## config.mk

```make
export PLATFORM = sky130hd
export DESIGN_NAME = base64_stream_encoder_top_flat
export DESIGN_NICKNAME = d
export VERILOG_FILES = /design/src/hdl/b64e_pkg.sv /design/src/hdl/b64e_if.sv /design/src/hdl/b64e_front.sv /design/src/hdl/b64e_queue.sv /design/src/hdl/b64e_back.sv /design/src/hdl/base64_stream_encoder_top.sv /design/src/flat_wrapper.sv
export SDC_FILE = /design/constraint.sdc
export NUM_CORES = 1
export LEC_CHECK = 0
export ABC_AREA = 0
export ABC_CLOCK_PERIOD_IN_PS = 8500
export BUFFER_PORTS_ARGS = -buffer_cell sky130_fd_sc_hd__clkbuf_2
export CORE_MARGIN = 3
export CORE_UTILIZATION = 65
export DETAILED_ROUTE_END_ITERATION = 10
export PLACE_DENSITY = 0.82
export SLEW_MARGIN = 15
export SYNTH_ARGS = -nofsm -noshare
export SYNTH_HDL_FRONTEND = slang
export SYNTH_SLANG_ARGS = --single-unit
```

## constraint.sdc

```tcl
create_clock -name clk -period 8.5 [get_ports clk]
set_input_delay 2.55 -clock clk [delete_from_list [all_inputs] [get_ports clk]]
set_output_delay 2.55 -clock clk [all_outputs]
set_load 0.05 [all_outputs]
```

## src/hdl/b64e_pkg.sv

```systemverilog
// ---------------------------------------------------------------------------
// b64e_pkg
// Shared types, constants and the character table for the Base64 encoder.
// ---------------------------------------------------------------------------
package b64e_pkg;

  localparam int unsigned LEN_BITS_DEF = 16;
  localparam logic [15:0] CAP_RESET    = 16'd256;
  localparam logic [7:0]  PAD_CHAR     = 8'h3D;  // '='
  localparam logic [7:0]  ERR_CHAR     = 8'h00;

  // position of the next byte within its 3-byte group
  typedef enum logic [1:0] {
    PH_ZERO = 2'd0,
    PH_ONE  = 2'd1,
    PH_TWO  = 2'd2
  } phase_t;

  // one byte's worth of output characters, queued between front and back
  typedef struct packed {
    logic [3:0][7:0] chars;     // chars[0] goes out first
    logic [1:0]      last_idx;  // index of the last valid character
    logic            fin;       // last character ends the message
    logic            ovf;       // last character carries overflow
    logic            err;       // group overrun result
  } job_t;

  // map a 6-bit code onto the RFC 4648 alphabet
  function automatic logic [7:0] b64_char(input logic [5:0] code);
    logic [7:0] c;
    begin
      c = {2'b00, code};
      if (code < 6'd26) begin
        b64_char = 8'h41 + c;
      end else if (code < 6'd52) begin
        b64_char = 8'h61 + c - 8'd26;
      end else if (code < 6'd62) begin
        b64_char = 8'h30 + c - 8'd52;
      end else if (code == 6'd62) begin
        b64_char = 8'h2B;
      end else begin
        b64_char = 8'h2F;
      end
    end
  endfunction

endpackage

```

## src/hdl/b64e_if.sv

```systemverilog
// ---------------------------------------------------------------------------
// b64e_in_if / b64e_out_if
// Valid/ready stream channels for raw bytes in and Base64 characters out.
// ---------------------------------------------------------------------------
interface b64e_in_if;
  logic       valid;
  logic       ready;
  logic [7:0] data_byte;
  logic       end_of_msg;

  modport source (output valid, output data_byte, output end_of_msg, input ready);
  modport sink   (input valid, input data_byte, input end_of_msg, output ready);
endinterface

interface b64e_out_if;
  logic        valid;
  logic        ready;
  logic [7:0]  out_char;
  logic        final_res;
  logic        overflow;
  logic [15:0] encoded_len;

  modport source (output valid, output out_char, output final_res, output overflow,
                  output encoded_len, input ready);
  modport sink   (input valid, input out_char, input final_res, input overflow,
                  input encoded_len, output ready);
endinterface

```

## src/hdl/b64e_front.sv

```systemverilog
// ---------------------------------------------------------------------------
// b64e_front
// Accept bytes, track group phase and carry, build character requests.
// ---------------------------------------------------------------------------
module b64e_front #(
  parameter int unsigned LEN_BITS = b64e_pkg::LEN_BITS_DEF
) (
  input  logic                 clk,
  input  logic                 rst_n,
  input  logic                 acc,
  input  logic [7:0]           data_byte,
  input  logic                 last,
  input  logic [15:0]          capacity,
  output logic                 push,
  output b64e_pkg::job_t       job,
  output logic [LEN_BITS-1:0]  len_base
);
  import b64e_pkg::*;

  localparam int unsigned CW = ((LEN_BITS > 16) ? LEN_BITS : 16) + 1;

  phase_t              phase_r, phase_nxt;
  logic [3:0]          carry_r, carry_nxt;
  logic [LEN_BITS-1:0] count_r, count_nxt;
  logic                aborted_r, aborted_nxt;

  logic [2:0]          n_add;
  logic [LEN_BITS-1:0] cnt_sum;
  logic [CW-1:0]       cnt_ext, cap_ext, sum_ext;
  logic                grp_err, term_ovf;

  assign cnt_ext  = CW'(count_r);
  assign cap_ext  = CW'(capacity);
  assign grp_err  = (phase_r != PH_ONE) && (phase_r != PH_TWO) &&
                    ((cnt_ext + CW'(4)) > cap_ext);

  always_comb begin
    case (phase_r)
      PH_ONE:  n_add = last ? 3'd3 : 3'd1;
      PH_TWO:  n_add = 3'd2;
      default: n_add = last ? 3'd4 : 3'd1;
    endcase
  end

  assign cnt_sum  = count_r + LEN_BITS'(n_add);
  assign sum_ext  = CW'(cnt_sum);
  assign term_ovf = sum_ext >= cap_ext;
  assign len_base = count_r;

  // next state
  always_comb begin
    phase_nxt   = phase_r;
    carry_nxt   = carry_r;
    count_nxt   = count_r;
    aborted_nxt = aborted_r;
    if (acc) begin
      if (aborted_r || grp_err || last) begin
        if (last) begin
          phase_nxt   = PH_ZERO;
          carry_nxt   = 4'd0;
          count_nxt   = '0;
          aborted_nxt = 1'b0;
        end else if (!aborted_r) begin
          aborted_nxt = 1'b1;
        end
      end else begin
        count_nxt = cnt_sum;
        case (phase_r)
          PH_ONE: begin
            phase_nxt = PH_TWO;
            carry_nxt = data_byte[3:0];
          end
          PH_TWO: begin
            phase_nxt = PH_ZERO;
            carry_nxt = 4'd0;
          end
          default: begin
            phase_nxt = PH_ONE;
            carry_nxt = {2'b00, data_byte[1:0]};
          end
        endcase
      end
    end
  end

  // outputs
  always_comb begin
    job  = '0;
    push = acc && !aborted_r;
    case (phase_r)
      PH_ONE: begin
        job.chars[0] = b64_char({carry_r[1:0], data_byte[7:4]});
        job.chars[1] = b64_char({data_byte[3:0], 2'b00});
        job.chars[2] = PAD_CHAR;
        job.last_idx = last ? 2'd2 : 2'd0;
      end
      PH_TWO: begin
        job.chars[0] = b64_char({carry_r, data_byte[7:6]});
        job.chars[1] = b64_char(data_byte[5:0]);
        job.last_idx = 2'd1;
      end
      default: begin
        if (grp_err) begin
          job.chars[0] = ERR_CHAR;
          job.last_idx = 2'd0;
          job.err      = 1'b1;
        end else begin
          job.chars[0] = b64_char(data_byte[7:2]);
          job.chars[1] = b64_char({data_byte[1:0], 4'b0000});
          job.chars[2] = PAD_CHAR;
          job.chars[3] = PAD_CHAR;
          job.last_idx = last ? 2'd3 : 2'd0;
        end
      end
    endcase
    job.fin = grp_err || last;
    job.ovf = grp_err || (last && term_ovf);
  end

  always_ff @(posedge clk) begin
    if (!rst_n) begin
      phase_r   <= PH_ZERO;
      carry_r   <= 4'd0;
      count_r   <= '0;
      aborted_r <= 1'b0;
    end else begin
      phase_r   <= phase_nxt;
      carry_r   <= carry_nxt;
      count_r   <= count_nxt;
      aborted_r <= aborted_nxt;
    end
  end

  a_abort_phase: assert property (@(posedge clk) disable iff (!rst_n)
    aborted_r |-> (phase_r == PH_ZERO && carry_r == 4'd0))
    else $error("aborted message left a partial group");

  a_abort_silent: assert property (@(posedge clk) disable iff (!rst_n)
    (acc && aborted_r) |-> !push)
    else $error("swallowed byte produced a request");

endmodule

```

## src/hdl/b64e_queue.sv

```systemverilog
// ---------------------------------------------------------------------------
// b64e_queue
// Two-entry request queue between the front and the character back end.
// ---------------------------------------------------------------------------
module b64e_queue #(
  parameter int unsigned LEN_BITS = b64e_pkg::LEN_BITS_DEF
) (
  input  logic                clk,
  input  logic                rst_n,
  input  logic                push,
  input  b64e_pkg::job_t      push_job,
  input  logic [LEN_BITS-1:0] push_len,
  output logic                can_push,
  input  logic                pop,
  output logic                head_valid,
  output b64e_pkg::job_t      head_job,
  output logic [LEN_BITS-1:0] head_len
);
  import b64e_pkg::*;

  job_t                job_r [2];
  logic [LEN_BITS-1:0] len_r [2];
  logic                wr_ptr_r, wr_ptr_nxt;
  logic                rd_ptr_r, rd_ptr_nxt;
  logic [1:0]          count_r, count_nxt;

  assign can_push   = count_r != 2'd2;
  assign head_valid = count_r != 2'd0;
  assign head_job   = job_r[rd_ptr_r];
  assign head_len   = len_r[rd_ptr_r];

  always_comb begin
    wr_ptr_nxt = push ? !wr_ptr_r : wr_ptr_r;
    rd_ptr_nxt = pop  ? !rd_ptr_r : rd_ptr_r;
    count_nxt  = count_r + {1'b0, push} - {1'b0, pop};
  end

  always_ff @(posedge clk) begin
    if (push) begin
      job_r[wr_ptr_r] <= push_job;
      len_r[wr_ptr_r] <= push_len;
    end
  end

  always_ff @(posedge clk) begin
    if (!rst_n) begin
      wr_ptr_r <= 1'b0;
      rd_ptr_r <= 1'b0;
      count_r  <= 2'd0;
    end else begin
      wr_ptr_r <= wr_ptr_nxt;
      rd_ptr_r <= rd_ptr_nxt;
      count_r  <= count_nxt;
    end
  end

  a_no_overrun: assert property (@(posedge clk) disable iff (!rst_n)
    !(push && !can_push) && !(pop && !head_valid))
    else $error("queue pushed while full or popped while empty");

endmodule

```

## src/hdl/b64e_back.sv

```systemverilog
// ---------------------------------------------------------------------------
// b64e_back
// Serialize queued requests into one output character per cycle while out_ch is ready.
// ---------------------------------------------------------------------------
module b64e_back #(
  parameter int unsigned LEN_BITS = b64e_pkg::LEN_BITS_DEF
) (
  input  logic                clk,
  input  logic                rst_n,
  input  logic                head_valid,
  input  b64e_pkg::job_t      head_job,
  input  logic [LEN_BITS-1:0] head_len,
  output logic                pop,
  b64e_out_if.source          out_ch
);
  import b64e_pkg::*;

  logic [1:0]          idx_r, idx_nxt;
  logic                valid_r, valid_nxt;
  logic [7:0]          char_r;
  logic                fin_r, ovf_r;
  logic [LEN_BITS-1:0] len_r;
  logic                load, at_last;

  assign load    = head_valid && (!valid_r || out_ch.ready);
  assign at_last = idx_r == head_job.last_idx;
  assign pop     = load && at_last;

  always_comb begin
    idx_nxt   = idx_r;
    valid_nxt = valid_r;
    if (load) begin
      idx_nxt   = at_last ? 2'd0 : idx_r + 2'd1;
      valid_nxt = 1'b1;
    end else if (out_ch.ready) begin
      valid_nxt = 1'b0;
    end
  end

  always_ff @(posedge clk) begin
    if (load) begin
      char_r <= head_job.chars[idx_r];
      fin_r  <= head_job.fin && at_last;
      ovf_r  <= head_job.ovf && at_last;
      len_r  <= head_job.err ? head_len
                             : head_len + LEN_BITS'(idx_r) + LEN_BITS'(1);
    end
  end

  always_ff @(posedge clk) begin
    if (!rst_n) begin
      idx_r   <= 2'd0;
      valid_r <= 1'b0;
    end else begin
      idx_r   <= idx_nxt;
      valid_r <= valid_nxt;
    end
  end

  assign out_ch.valid       = valid_r;
  assign out_ch.out_char    = char_r;
  assign out_ch.final_res   = fin_r;
  assign out_ch.overflow    = ovf_r;
  assign out_ch.encoded_len = 16'(len_r);

  a_idx_bound: assert property (@(posedge clk) disable iff (!rst_n)
    head_valid |-> (idx_r <= head_job.last_idx))
    else $error("character index ran past the request");

  a_ovf_final: assert property (@(posedge clk) disable iff (!rst_n)
    (valid_r && ovf_r) |-> fin_r)
    else $error("overflow flagged on a result that does not end the message");

endmodule

```

## src/hdl/base64_stream_encoder_top.sv

```systemverilog
// ---------------------------------------------------------------------------
// base64_stream_encoder_top
// Streaming Base64 encoder (RFC 4648 alphabet, '=' padding), byte in, char out.
// ---------------------------------------------------------------------------
// Feed one raw byte per request on in_ch, with end_of_msg set on the final
// byte of each message; characters come out one per request on out_ch. The
// front end takes a byte in any cycle in which its two-entry request queue
// has room, so bytes may follow each other back to back. The back end drives
// exactly one character per cycle from its output register while a request
// is queued and out_ch is ready. A byte makes one to four characters, so a
// long message is bounded by that single output register. Before the first
// character of every group, the count plus four is checked against cfg
// capacity; on an overrun a single zero character with final_res and overflow
// goes out and the remaining bytes of the message are dropped silently.
// The last character of a message also carries overflow when no room is
// left for a terminator. Write cfg_wdata with cfg_we only while the block
// is idle; capacity resets to 256.
// ---------------------------------------------------------------------------
module base64_stream_encoder_top #(
  parameter int unsigned LEN_BITS = b64e_pkg::LEN_BITS_DEF
) (
  input  logic        clk,
  input  logic        rst_n,
  input  logic        cfg_we,
  input  logic [15:0] cfg_wdata,
  b64e_in_if.sink     in_ch,
  b64e_out_if.source  out_ch
);
  import b64e_pkg::*;

  logic [15:0]         capacity_r;

  // front to queue
  logic                fr_push;
  job_t                fr_job;
  logic [LEN_BITS-1:0] fr_len;
  logic                q_can_push;

  // queue to back
  logic                q_valid;
  job_t                q_job;
  logic [LEN_BITS-1:0] q_len;
  logic                bk_pop;

  logic                in_acc;

  // hold capacity until the next write
  always_ff @(posedge clk) begin
    if (!rst_n) begin
      capacity_r <= CAP_RESET;
    end else if (cfg_we) begin
      capacity_r <= cfg_wdata;
    end
  end

  // accept whenever the queue can take a request; swallowed bytes need no room
  // but are held to the same rule to keep the ready path short
  assign in_ch.ready = q_can_push;
  assign in_acc      = in_ch.valid && q_can_push;

  b64e_front #(.LEN_BITS(LEN_BITS)) u_front (
    .clk       (clk),
    .rst_n     (rst_n),
    .acc       (in_acc),
    .data_byte (in_ch.data_byte),
    .last      (in_ch.end_of_msg),
    .capacity  (capacity_r),
    .push      (fr_push),
    .job       (fr_job),
    .len_base  (fr_len)
  );

  b64e_queue #(.LEN_BITS(LEN_BITS)) u_queue (
    .clk        (clk),
    .rst_n      (rst_n),
    .push       (fr_push),
    .push_job   (fr_job),
    .push_len   (fr_len),
    .can_push   (q_can_push),
    .pop        (bk_pop),
    .head_valid (q_valid),
    .head_job   (q_job),
    .head_len   (q_len)
  );

  b64e_back #(.LEN_BITS(LEN_BITS)) u_back (
    .clk        (clk),
    .rst_n      (rst_n),
    .head_valid (q_valid),
    .head_job   (q_job),
    .head_len   (q_len),
    .pop        (bk_pop),
    .out_ch     (out_ch)
  );

endmodule
```

## src/flat_wrapper.sv

```systemverilog
// flat-port wrapper written by rule: the top's interface ports become plain ports
module base64_stream_encoder_top_flat import b64e_pkg::*;
#(
  parameter int unsigned LEN_BITS = b64e_pkg::LEN_BITS_DEF
)
  (clk, rst_n, cfg_we, cfg_wdata, in_ch_valid, in_ch_data_byte, in_ch_end_of_msg, in_ch_ready, out_ch_valid, out_ch_out_char, out_ch_final_res, out_ch_overflow, out_ch_encoded_len, out_ch_ready);
  b64e_in_if in_ch_i ();
  b64e_out_if out_ch_i ();
  input  logic clk;
  input  logic rst_n;
  input  logic cfg_we;
  input  logic [15:0] cfg_wdata;
  input wire logic [$bits(in_ch_i.valid)-1:0] in_ch_valid;
  input wire logic [$bits(in_ch_i.data_byte)-1:0] in_ch_data_byte;
  input wire logic [$bits(in_ch_i.end_of_msg)-1:0] in_ch_end_of_msg;
  output wire logic [$bits(in_ch_i.ready)-1:0] in_ch_ready;
  output wire logic [$bits(out_ch_i.valid)-1:0] out_ch_valid;
  output wire logic [$bits(out_ch_i.out_char)-1:0] out_ch_out_char;
  output wire logic [$bits(out_ch_i.final_res)-1:0] out_ch_final_res;
  output wire logic [$bits(out_ch_i.overflow)-1:0] out_ch_overflow;
  output wire logic [$bits(out_ch_i.encoded_len)-1:0] out_ch_encoded_len;
  input wire logic [$bits(out_ch_i.ready)-1:0] out_ch_ready;
  assign in_ch_i.valid = in_ch_valid;
  assign in_ch_i.data_byte = in_ch_data_byte;
  assign in_ch_i.end_of_msg = in_ch_end_of_msg;
  assign in_ch_ready = in_ch_i.ready;
  assign out_ch_valid = out_ch_i.valid;
  assign out_ch_out_char = out_ch_i.out_char;
  assign out_ch_final_res = out_ch_i.final_res;
  assign out_ch_overflow = out_ch_i.overflow;
  assign out_ch_encoded_len = out_ch_i.encoded_len;
  assign out_ch_i.ready = out_ch_ready;
  base64_stream_encoder_top #(.LEN_BITS(LEN_BITS)) u_core (.clk(clk), .rst_n(rst_n), .cfg_we(cfg_we), .cfg_wdata(cfg_wdata), .in_ch(in_ch_i), .out_ch(out_ch_i));
endmodule
```

After elaboration in Yosys (flattened, before gate mapping)
Memory sizes are Yosys's and may differ from the RTL's. A register that Yosys moved wholly into a read port is not among the register bits.
Index checks and enable logic that the tools add are counted.
- add/sub/neg operators: 37
- $lt $le $gt $ge: 21
- eq/ne operators: 11
- multiplexer cells: 55
- reductions and logical operators: 23
- operator list (kind ; number):
    8-bit two-way mux ; 20
    7-bit by 6-bit adder with 8-bit output, first input constant ; 12
    6-bit < comparator, second input constant ; 12
    16-bit two-way mux ; 3
    7-bit by 6-bit subtractor with 8-bit output, second input constant ; 6
    8-bit by 5-bit subtractor with 8-bit output, second input constant ; 6
    6-bit by 6-bit adder with 7-bit output, first input constant ; 6
    6-bit by 5-bit < comparator with 1-bit output, second input constant ; 6
    18-bit one-hot mux with 2 select lines ; 1
    6-bit == test, second input constant ; 4
    22-bit two-way mux ; 1
    16-bit by 3-bit adder with 17-bit output, second input constant ; 1
    17-bit by 16-bit greater-than comparator with 1-bit output ; 1
    16-bit by 1-bit adder with 16-bit output, second input constant ; 1
    16-bit by 2-bit adder with 16-bit output ; 1
    16-bit by 3-bit adder with 16-bit output ; 1
    8-bit binary-select mux with 2-bit select ; 1
    16-bit >= comparator ; 1
    8-bit one-hot mux with 2 select lines ; 1
    3-bit two-way mux ; 5
    2-bit two-way mux ; 6
    1-bit two-way mux ; 11
    10-bit two-way mux ; 1
    1-bit logical AND ; 9
    other kinds (18) ; 30
- bits in registers: 72
- memory bits (writable): 106
- input bits: 30
- output and inout bits: 28
- logic and storage cells: 163
- memories: 2
- memory list (memory ; depth ; width ; read ports ; clocked after memory_dff ; wr ports ; line ; RTL):
    u_core.u_queue.job_r ; 2 ; 37 ; 1 ; 1 ; 1 ; b64e_queue.sv:21 ; job_t job_r [2];
    u_core.u_queue.len_r ; 2 ; 16 ; 1 ; 1 ; 1 ; b64e_queue.sv:22 ; logic [LEN_BITS-1:0] len_r [2];

Depth between registers and ports, before layout
- depth in word-level cells: 7
- gate-level depth with buffers: 20
- mapped depth without buffers: 19

Cells and area by module
Synthesis repeated with hierarchy kept, for this count alone.
- cells, all modules: 969
- area, all modules: 10915.5 sq um
- by module, submodules not included (module ; instances ; cells an instance ; area each (sq um) ; seq. area each (sq um)):
    b64e_front ; 1 ; 624 ; 4446.8 ; 460.4
    b64e_queue ; 1 ; 186 ; 4304.1 ; 3283.1
    b64e_back ; 1 ; 107 ; 1545.2 ; 840.8
    base64_stream_encoder_top ; 1 ; 52 ; 619.3 ; 320.3

Worst setup path after synthesis
OpenSTA, ideal clock, no wires.
- kind: input port to flip-flop
- start: input in_ch_end_of_msg
- end: memory u_core.u_queue.job_r[0][1] (netlist name), data pin
- setup time: 270 ps
- data arrival time: 5369 ps
- required time: 8230 ps
- setup slack: 2861 ps
- stages: 17
- buffers on the path: 1
- path through: clkbuf_1 -> and2_1 -> nor2b_1 -> ha_1 -> inv_1 -> fa_1 -> nor2b_1 -> o2111ai_1 -> nor2_1 -> nand3_1 -> xnor2_1 -> ha_1 -> a21o_1 -> a21oi_1 -> nand2_1 -> o21ai_0 -> o21ai_0
- RTL lines (item ; line ; RTL):
    start, declared ; flat_wrapper.sv:15 ; input wire logic [$bits(in_ch_i.end_of_msg)-1:0] in_ch_end_of_msg;
    end, declared ; b64e_queue.sv:21 ;

==> parameters.txt <==
Parameter                              Value

Outcome
  Outcome ... complete, no violations

Power and ir drop
  Leak pwr ... 0.00388 uW
  Pwr Density ... 277 mW/mm^2
  Total power consumption of the routed design ... 2780 uW
  Peak supply drop ... 0.183 mV

Critical path
  Capturing element type of the critical path ... flop
  Reg2reg end ... u_core.u_queue.job_r[0][1]$_DFFE_PP_
  Ordered list of cells on the worst path ... clkbuf_2 -> and2_1 -> nor2b_1 -> ha_1 -> inv_1 -> fa_1 -> nor2b_1 -> o2111ai_1 -> nor2_1 -> nand3_1 -> xnor2_1 -> ha_1 -> a21o_1 -> a21oi_1 -> nand2_1 -> o21ai_0 -> o21ai_0
  Number of cells traversed by the worst register-to-register path ... 18
  Minimum setup slack among reg-to-reg paths ... 3.79 ns
  Critical Setup Path Class ... primary input to flop
  Master of the slowest instance on the critical path ... sky130_fd_sc_hd__nor2_1
  Buffers & Inverters on Critical Path ... 2
  Largest incremental delay on the critical path ... 0.42 ns
  Required arrival time at the worst endpoint ... 8.67 ns
  Start of the worst register-to-register path ... u_core.u_front.phase_r[0]$_SDFFE_PN0P_
  Critical path's top delay family ... simple AND/OR/NAND/NOR gates
  Data arrival time of the worst path ... 5.95 ns
  Sort of element at the start of the critical path ... primary input
  Maximum fanout encountered on the critical timing path ... 12

Yosys
  Synth Area in Adders ... 9.01%
  Flop and latch count out of synthesis ... 151
  Per-instance average area after synthesis ... 10.1 sq um
  Post-synthesis cell type with the largest combined area ... sky130_fd_sc_hd__edfxtp_1
  Count of flip-flops with a built-in enable after synthesis ... 104
  Post-synthesis simple-gate area fraction ... 15.6%
  Top-count cell post-synth ... sky130_fd_sc_hd__edfxtp_1
  Share of Yosys cell area claimed by the top area cell type ... 34.0%
  Post-Synth XOR/XNOR Area ... 5.81%
  Main area contributors after synthesis ... sky130_fd_sc_hd__edfxtp_1 (34%), sky130_fd_sc_hd__dfxtp_1 (10%), sky130_fd_sc_hd__ha_1 (8.6%)
  Combined area of all synthesized cells ... 0.00919 sq mm
  Proportion of synthesized chip area in sequential cells ... 44.2%
  Main combinational cell family by area after synthesis ... simple AND/OR/NAND/NOR gates
  Distinct cell type count after synthesis ... 70
  Fraction of synthesized area in multiplexers ... 5.84%
  Number of warning messages in the yosys log ... 0
  Syn_nets ... 1009
  Top FF cell, synth ... sky130_fd_sc_hd__edfxtp_1
  Gate count of the mapped netlist ... 914
  Most used standard cells in the synthesized netlist ... sky130_fd_sc_hd__edfxtp_1 (104), sky130_fd_sc_hd__nand2_1 (75), sky130_fd_sc_hd__ha_1 (63)
  Area fraction in compound gates after synthesis ... 14.8%
  Async SR Flop Fraction ... 0%

STA
  RSZ-0062 raised after global routing ... false
  Worst clock skew ... 0.0130 ns
  Part of the cycle the worst path needs ... 68.0%
  Min Tclk post-route ... 5.78 ns
  TNS Setup ... 0 ns
  Max Clock Freq ... 173 MHz
  Final setup violation count ... 0
  Actual slew at the worst max-slew pin ... 1.09 ns
  Count of pins over their slew limit ... 0
  Hold violation total from the final report ... 0
  Slew margin rel. ... 27.1%

CTS
  Number of levels the H-tree was split into ... 4
  Root cell of the clock tree ... sky130_fd_sc_hd__clkbuf_16
  CTS Hold Bufs ... 0
  CTS-repair resized insts ... 0
  CTS tree ... built
  Insertion delay to the later sink of the worst-skew pair ... 0.43 ns
  TritonCTS Buffers ... 17
  Maximum clock insertion buffer count ... 2
  Number of buffers inserted by post-CTS setup repair ... 0
  Clock net sink count ... 151
  Clock transition at the registers of the reported paths ... 0.06 ns

Routing
  Total wire length ... 20100 um
  Pre-Repair DR Iteration Count ... 5
  Number of vias per cell after detailed routing ... 6.21
  Post-detailed-route wirelength per cell ... 17.8 um
  Total via count after detailed routing ... 7002
  DRC violation count after routing ... 0
  Post-DRT Antenna Nets ... 0
  Drt initial violations ... 811

Min path
  Class of the tightest hold or removal check ... flop to flop
  Cells on Worst Hold Path ... 2
  Worst hold path endpoint ... u_core.capacity_r[4]$_SDFFE_PN0P_
  Hold_sp ... u_core.capacity_r[4]$_SDFFE_PN0P_

Placement
  IO buf count ... 57
  GPL Wtd Cong ... 0.943
  Detailed Place HPWL ... 14500 um

Floorplanning
  Site Rows ... 42
  Die Footprint ... 0.0156 sq mm
  Number of placed I/O pins ... 58
  Initial Utilization ... 67.8%
  Die Height ... 125 um
  Die X-Extent ... 125 um
  Core area ... 0.0136 sq mm

Cells and area
  Layout overhead on the synthesized area ... 9.24%
  Proportion of layout cells with a drive suffix above 1 ... 12.5%
  Layout fillers ... 951
  NumNets Final ... 1034
  Diode insertion count for antenna repair ... 0

Global route
  Vias in the first global route ... 6399
  Grt ovf ... 0
  Overall global routing resource usage ... 25.9%
  Wire length of the first global-routing pass ... 32800 um
  Largest net degree at the start of global routing ... 41
  Initial antenna violation count ... 0

Job
  Maximum Capacitance Violations ... 0
layer usage:
layer | track usage [%] | vias to the layer above | wire [um]
met4 | 5.68 | 0 | 156
met1 | 39.9 | 3268 | 9420
met2 | 37.3 | 320 | 8800
li1 | - | 3394 | -
met5 | 0 | - | 0
met3 | 6.22 | 20 | 1750
worst register-to-register path, delay by kind of cell, from the launching register on:
kind	cells	cell delay, ns
DFF	1	0.37
adders and majority gates	4	1.60
xor gates and xnor gates	1	0.23
buffers and inverters	2	0.15
and+or+nand+nor	6	1.22
AOI/OAI and AO/OA	5	0.89
sequential cells by signal, summed over array words and instances, names as in the netlist, named ones only:
name,count
u_core.u_front.aborted_r,1
u_core.u_front.carry_r,4
u_core.u_back.idx_r,2
u_core.u_back.out_ch.overflow,1
u_core.u_back.out_ch.out_char,8
u_core.u_queue.job_r,46
u_core.u_front.phase_r,2
u_core.capacity_r,16
u_core.u_front.len_base,16
u_core.u_back.out_ch.valid,1
u_core.u_back.out_ch.final_res,1
u_core.u_queue.count_r,2
u_core.u_queue.wr_ptr_r,1
u_core.u_queue.len_r,32
u_core.u_queue.rd_ptr_r,1
u_core.u_back.out_ch.encoded_len,16
metrics by stage:
| step | cell area [sq um] | util (%) | worst slack [ns] | hold WS, ns | cells |
|---|---|---|---|---|---|
| floorplan | 9190 | - | 2.86 | 0.420 | 914 |
| global placement | 9470 | 69.9 | 2.49 | 0.497 | 1096 |
| detailed placement | 9470 | 69.9 | 2.35 | 0.505 | 1096 |
| CTS | 10000 | 74.0 | 2.80 | 0.526 | 1128 |
| global route | 10000 | 74.0 | 2.45 | 0.557 | 1128 |
| finish | 10000 | 74.0 | 2.72 | 0.521 | 1128 |
where the power goes:
group          leakage, uW  internal (uW)  switching, uW
sequential         0.00137           1020            100
clock             0.000275            390            308
combinational      0.00223            303            659
total              0.00388           1710           1070
cell usage in the layout (no fill, tap or decap), drive strengths merged, types with 18 or more instances in the layout:
master,instances
edfxtp,104
clkbuf,76
nand2,75
ha,63
inv,53
a21oi,51
dfxtp,47
o21ai,46
nor2,44
xnor2,43
nand3,41
nor2b,39
mux2i,30
nor3,26
xor2,18
logic make-up after synthesis:
logic type	after synthesis
xor gates and xnor gates	61
muxes	42
AOI/OAI and AO/OA	207
DFF	151
buffers and inverters	103
and+or+nand+nor	285
adders and majority gates	65
worst max path at each step:
stage,start,slack (ns),to,depth (start not counted)
2_1_floorplan,in_ch_end_of_msg,2.86,u_core.u_queue.job_r[0][1]$_DFFE_PP_,17
3_3_place_gp,in_ch_end_of_msg,2.49,u_core.u_queue.job_r[0][1]$_DFFE_PP_,17
3_5_place_dp,in_ch_end_of_msg,2.35,u_core.u_queue.job_r[0][1]$_DFFE_PP_,17
4_1_cts,in_ch_end_of_msg,2.80,u_core.u_queue.job_r[1][1]$_DFFE_PP_,17
5_1_grt,in_ch_end_of_msg,2.45,u_core.u_queue.job_r[0][1]$_DFFE_PP_,17
6_report,in_ch_end_of_msg,2.72,u_core.u_queue.job_r[0][1]$_DFFE_PP_,17
layout make-up:
cell class	count	area, sq um	area share (%)
multi-input combinational	660	4710	46.9
clock buffer	19	443	4.41
sequential	151	4070	40.5
tap	176	220	2.19
timing repair buffer	58	293	2.92
inverter	51	191	1.91
clock inverter	13	118	1.17
(Power assumes the default switching activity.)
